**src/erm_pkg.sv**
```systemverilog
`timescale 1ns / 1ps
package erm_pkg;

  localparam int CORDIC_STAGES = 16;
  localparam int OUT_FRAC_BITS = 14;
  localparam int Q = 30;
  localparam int SHW = (CORDIC_STAGES > 1) ? $clog2(CORDIC_STAGES) : 1;
  localparam int ZW = 33;
  localparam int DEG_FULL = 23040;
  localparam int DEG_QUARTER = 5760;
  localparam int ANGLE_UP = 18;
  localparam logic signed [31:0] INV_GAIN = 32'sd652032874;
  localparam longint RAD_TO_DEG_Q24 = 64'sd961263669;
  localparam int RSH = Q - OUT_FRAC_BITS;
  localparam int NLANES = 3;

  typedef struct packed {
    logic signed [31:0]   x;
    logic signed [31:0]   y;
    logic signed [ZW-1:0] z;
    logic [1:0]           quad;
  } cordic_t;

  typedef cordic_t [NLANES-1:0] lanes_t;

  // atan(2^-i) in units of 2^-24 degree
  function automatic logic signed [ZW-1:0] atan_deg(input int i);
    longint kk, t1, t3, t5, t7, s;
    kk = RAD_TO_DEG_Q24 <<< 20;
    t1 = 0;
    t3 = 0;
    t5 = 0;
    t7 = 0;
    s = 0;
    case (i)
      0: s = 64'sd754974720;
      1: s = 64'sd445687602;
      2: s = 64'sd235489088;
      3: s = 64'sd119537938;
      default: begin
        if (i < 60) t1 = kk >>> i;
        if (3 * i < 60) t3 = (kk >>> (3 * i)) / 3;
        if (5 * i < 60) t5 = (kk >>> (5 * i)) / 5;
        if (7 * i < 60) t7 = (kk >>> (7 * i)) / 7;
        s = (t1 - t3 + t5 - t7 + (64'sd1 <<< 19)) >>> 20;
      end
    endcase
    return ZW'(s);
  endfunction

  // Q2.30 product, round half up
  function automatic logic signed [31:0] mul_q(input logic signed [31:0] a,
                                               input logic signed [31:0] b);
    logic signed [63:0] p;
    p = 64'(a) * 64'(b);
    p = p + (64'sd1 <<< (Q - 1));
    return p[Q+31:Q];
  endfunction

  // round to output fraction bits, clamp to +-1, keep the low 16 bits
  function automatic logic [15:0] narrow(input logic signed [32:0] v);
    logic signed [34:0] t;
    logic signed [34:0] one;
    one = 35'sd1 <<< OUT_FRAC_BITS;
    t = 35'(v);
    if (RSH > 0) t = (t + (35'sd1 <<< (RSH - 1))) >>> RSH;
    if (t > one) t = one;
    if (t < -one) t = -one;
    return t[15:0];
  endfunction

endpackage

```
**src/erm_reduce.sv**
```systemverilog
`timescale 1ns / 1ps
module erm_reduce import erm_pkg::*; (
  input  logic               clk_i,
  input  logic               rst_ni,
  input  logic               en_i,
  input  logic               valid_i,
  input  logic signed [15:0] ang_i [NLANES],
  output logic               valid_o,
  output lanes_t             lanes_o
);

  lanes_t lanes_d, lanes_q;
  logic   valid_q;

  always_comb begin
    logic signed [16:0] a;
    logic [12:0]        rem;
    logic [1:0]         quad;
    lanes_d = lanes_q;
    for (int k = 0; k < NLANES; k++) begin
      a = 17'(ang_i[k]);
      if (a < -17'sd23040) a = a + 17'sd46080;
      else if (a < 0) a = a + 17'sd23040;
      else if (a >= 17'sd23040) a = a - 17'sd23040;
      if (a >= 17'sd17280) begin
        quad = 2'd3;
        rem = 13'(a - 17'sd17280);
      end else if (a >= 17'sd11520) begin
        quad = 2'd2;
        rem = 13'(a - 17'sd11520);
      end else if (a >= 17'sd5760) begin
        quad = 2'd1;
        rem = 13'(a - 17'sd5760);
      end else begin
        quad = 2'd0;
        rem = a[12:0];
      end
      lanes_d[k].x = INV_GAIN;
      lanes_d[k].y = '0;
      lanes_d[k].z = ZW'({rem, {ANGLE_UP{1'b0}}});
      lanes_d[k].quad = quad;
    end
  end

  always_ff @(posedge clk_i or negedge rst_ni) begin
    if (!rst_ni) begin
      valid_q <= 1'b0;
    end else if (en_i) begin
      valid_q <= valid_i;
    end
  end

  always_ff @(posedge clk_i) begin
    if (en_i) begin
      lanes_q <= lanes_d;
    end
  end

  assign valid_o = valid_q;
  assign lanes_o = lanes_q;

endmodule

```
**config.mk**
```make
export PLATFORM = sky130hd
export DESIGN_NAME = erm_reduce
export DESIGN_NICKNAME = d
export VERILOG_FILES = /design/src/erm_pkg.sv /design/src/erm_reduce.sv
export SDC_FILE = /design/constraint.sdc
export NUM_CORES = 1
export LEC_CHECK = 0
export BUFFER_PORTS_ARGS = -buffer_cell sky130_fd_sc_hd__buf_2
export CAP_MARGIN = 20
export CORE_ASPECT_RATIO = 0.7
export CORE_MARGIN = 2
export CORE_UTILIZATION = 25
export CTS_CLUSTER_SIZE = 20
export DETAILED_ROUTE_END_ITERATION = 6
export PLACE_DENSITY = 0.5
export SYNTH_ARGS = -nofsm -noshare
export SYNTH_HDL_FRONTEND = slang
export SYNTH_SLANG_ARGS = --single-unit
export TNS_END_PERCENT = 50
```
**constraint.sdc**
```tcl
create_clock -name clk_i -period 1 [get_ports clk_i]
set_input_delay 0.2 -clock clk_i [delete_from_list [all_inputs] [get_ports clk_i]]
set_output_delay 0.2 -clock clk_i [all_outputs]
set_load 0.005 [all_outputs]
```
==> impl_metrics.ini <==
[run]
drv_cap = 0

[sta]
max_freq_mhz = 347.1
hold_viol = 0
setup_viol = 30
finalCriticalPeriod_ns = 2.881
finalCritPeriodShare = 2.881
clock_skew_ns = 0
slew_viol_final = 0
rsz0062_at_grt = true
worst_pin_slew_ns = 0.5293
slew_headroom = 0.6426
setup_ws_ns = -1.881

[critical_path]
critPathCaptureType = flop
worst-path-max-fanout = 3
path_class = input pin to flop
crit_arrival_ns = 2.93
worstPathRequired_ns = 1.05
r2r_slack_ns = 0.14
startpoint_type = input pin

[outcome]
status = finished with violations
violations = setup timing

[route]
drt_first_pass_iters = 4
routed-via-count = 5504
route.detailed.drc = 0
routed_wl_um = 16590
wl_per_cell_um = 12.10
via_per_inst = 4.015
drtIter0Drc = 254
ant_nets = 0

[clocking]
htreeDepth = 2
clockBufferDepth = 2
cts_buffers = 5
clkSlewWorstSetupHoldPaths_ns = 0.07
cts_root_buf = clkbuf_16
clock_latency_ns = 0.29
cts_tree = done
cts_sinks = 46

[power]
p_leak_nw = 4.373
internal_power_mw = 5.972
powerDensity_mw_per_mm2 = 1007
clock_power_share = 0.212
swShare = 0.3402
pwr-share-comb = 0.506
ir_worst_vdd_mv = 0.8247
pwr-share-seq = 0.282
power.switching_mw = 3.080

[global_route]
grt_usage = 0.1152
grt-ovfl-total = 0
grt_max_degree = 15
antenna_found_initial = 0
first_global_vias = 4711
grt_pass1_wl_um = 24180

[synth]
yosysMostFrequentCell = buf_4
synth_top_cell_area_share = 0.3045
synthArstFlopShare = 0.02174
yosysWarnings = 0
synth-edff-count = 45
synthTopCellsByCount = buf_4, nand2_1, edfxtp_1
synth_seq_cells = 46
synth_area_leaders = buf_4, edfxtp_1, ha_1
synth-main-ff-cell = edfxtp_1
synthCells = 732
synth-seq-area-share = 0.2207
syn_avg_cell_area_um2 = 8.521
syn_area_mm2 = 0.006237
netlist-cell-type-count = 86
yosysTopAreaCell = buf_4

[place]
placedInstanceArea_mm2 = 0.007742
port_buffers = 97
gp_congestion = 0.8882
hpwl_um = 13260
dp.cells = 1327

[die]
dieArea_mm2 = 0.02625
rows = 48
io_pins = 350
initial_core_util = 0.2539
die_x_um = 192.8
coreArea_mm2 = 0.02456
die_h_um = 136.2

[worst_hold_path]
hold_class = input pin to flop

[finish]
final_cells = 1371
layout.nets = 1136
final_area_mm2 = 0.008989
area_delta_synth_final_pct = 44.11
diodes = 0
drive_above_1_share = 0.4446
-- layer usage --
metal / share of wire / vias up / wire length, µm / global-route usage
met5: 0 / - / 0 / 0
met4: 0.0050 / 0 / 83 / 0.02036
met3: 0.061 / 9 / 1020 / 0.01678
met2: 0.47 / 204 / 7801 / 0.1806
met1: 0.46 / 2599 / 7686 / 0.1680
li1: - / 2692 / - / -
-- stage by stage --
stage / setup TNS (ns) / setup slack, ns / utilization / power, mW / hold WS, ns
floorplan: -43.19 / -2.014 / - / 5.199 / -0.09559
CTS: -39.61 / -1.845 / 0.3486 / 8.698 / 0.06806
detailed placement: -50.82 / -2.234 / 0.3152 / 6.220 / -0.02319
global placement: -51.05 / -2.335 / 0.3152 / 6.230 / -0.02398
finish: -39.79 / -1.881 / 0.3659 / 9.052 / 0.07260
global route: -43.79 / -2.032 / 0.3659 / 9.670 / 0.05645
-- worst max-delay path: stages --
cell      delay [ns]
buf_6           0.09
or4_4           0.57
nor4_4          0.36
o31ai_4         0.12
xnor2_2         0.17
inv_2           0.08
ha_4            0.14
inv_4           0.04
nor3_4          0.11
nand4_1         0.12
a311oi_2        0.31
a21oi_2         0.07
buf_4           0.16
o221ai_2        0.17
o21ai_2         0.09
xnor2_1         0.12
-- logic make-up after synthesis --
kind of cell | after synthesis | share of synthesized area
adders and majority gates | 39 | 0.07824
other | 2 | 0.001204
AOI/OAI and AO/OA | 142 | 0.1701
DFF | 46 | 0.2207
muxes | 8 | 0.01304
buffers and inverters | 302 | 0.3388
and+or+nand+nor | 173 | 0.1474
xor gates and xnor gates | 20 | 0.03049
-- flip-flops by register name, summed over array words and instances, names as in the netlist --
| signal | cells |
|---|---|
| lanes_o | 45 |
| valid_o | 1 |
-- power by group through the flow --
stage / clock network (mW) / logic (mW) / registers, mW
after CTS: 2.00 / 4.14 / 2.56
after global placement: 0 / 3.63 / 2.60
after floorplan: 0 / 2.55 / 2.64
after detailed placement: 0 / 3.62 / 2.60
after global routing: 2.09 / 5.01 / 2.58
final: 1.92 / 4.58 / 2.55
-- cells in the final DEF, fill, tap and decap left out, types with 7 or more instances in the layout --
| master | count |
|---|---|
| ha_1 | 26 |
| nand2_1 | 40 |
| a21o_1 | 9 |
| inv_1 | 19 |
| xnor2_1 | 13 |
| a21oi_1 | 21 |
| nor3_1 | 7 |
| a21oi_2 | 8 |
| buf_4 | 194 |
| buf_2 | 85 |
| mux2i_1 | 7 |
| edfxtp_1 | 45 |
| o21ai_0 | 10 |
| buf_6 | 39 |
| nor2_1 | 36 |
| nand4_1 | 8 |
| ha_4 | 11 |
| conb_1 | 252 |
-- what timing repair did --
action | in CTS | in global routing
hold buffers | 1 | 0
endpoints found under the setup margin | 48 | 68
pin swaps | 53 | 55
hold endpoints to repair | 1 | 0
gates resized for setup | 97 | 79
buffers inserted | 26 | 14
-- worst paths after layout --
check                      startpoint            to  cells after the start
max                         ang_i[21]  lanes_o[129]                     16
min                          ang_i[3]  lanes_o[221]                      1
max reg2reg                   valid_o       valid_o                      2
min reg2reg                   valid_o       valid_o                      2
max in group asynchronous      rst_ni       valid_o                      2
min in group asynchronous      rst_ni       valid_o                      2
-- layout make-up --
class / count / area [µm²]
fill: 2486 / 15570
clock buffer: 6 / 128.9
clock inverter: 2 / 37.54
multi-input combinational: 634 / 4428
inverter: 32 / 157.7
timing repair buffer: 326 / 2454
tap: 325 / 406.6
sequential: 46 / 1376
(Power assumes the default switching activity.)
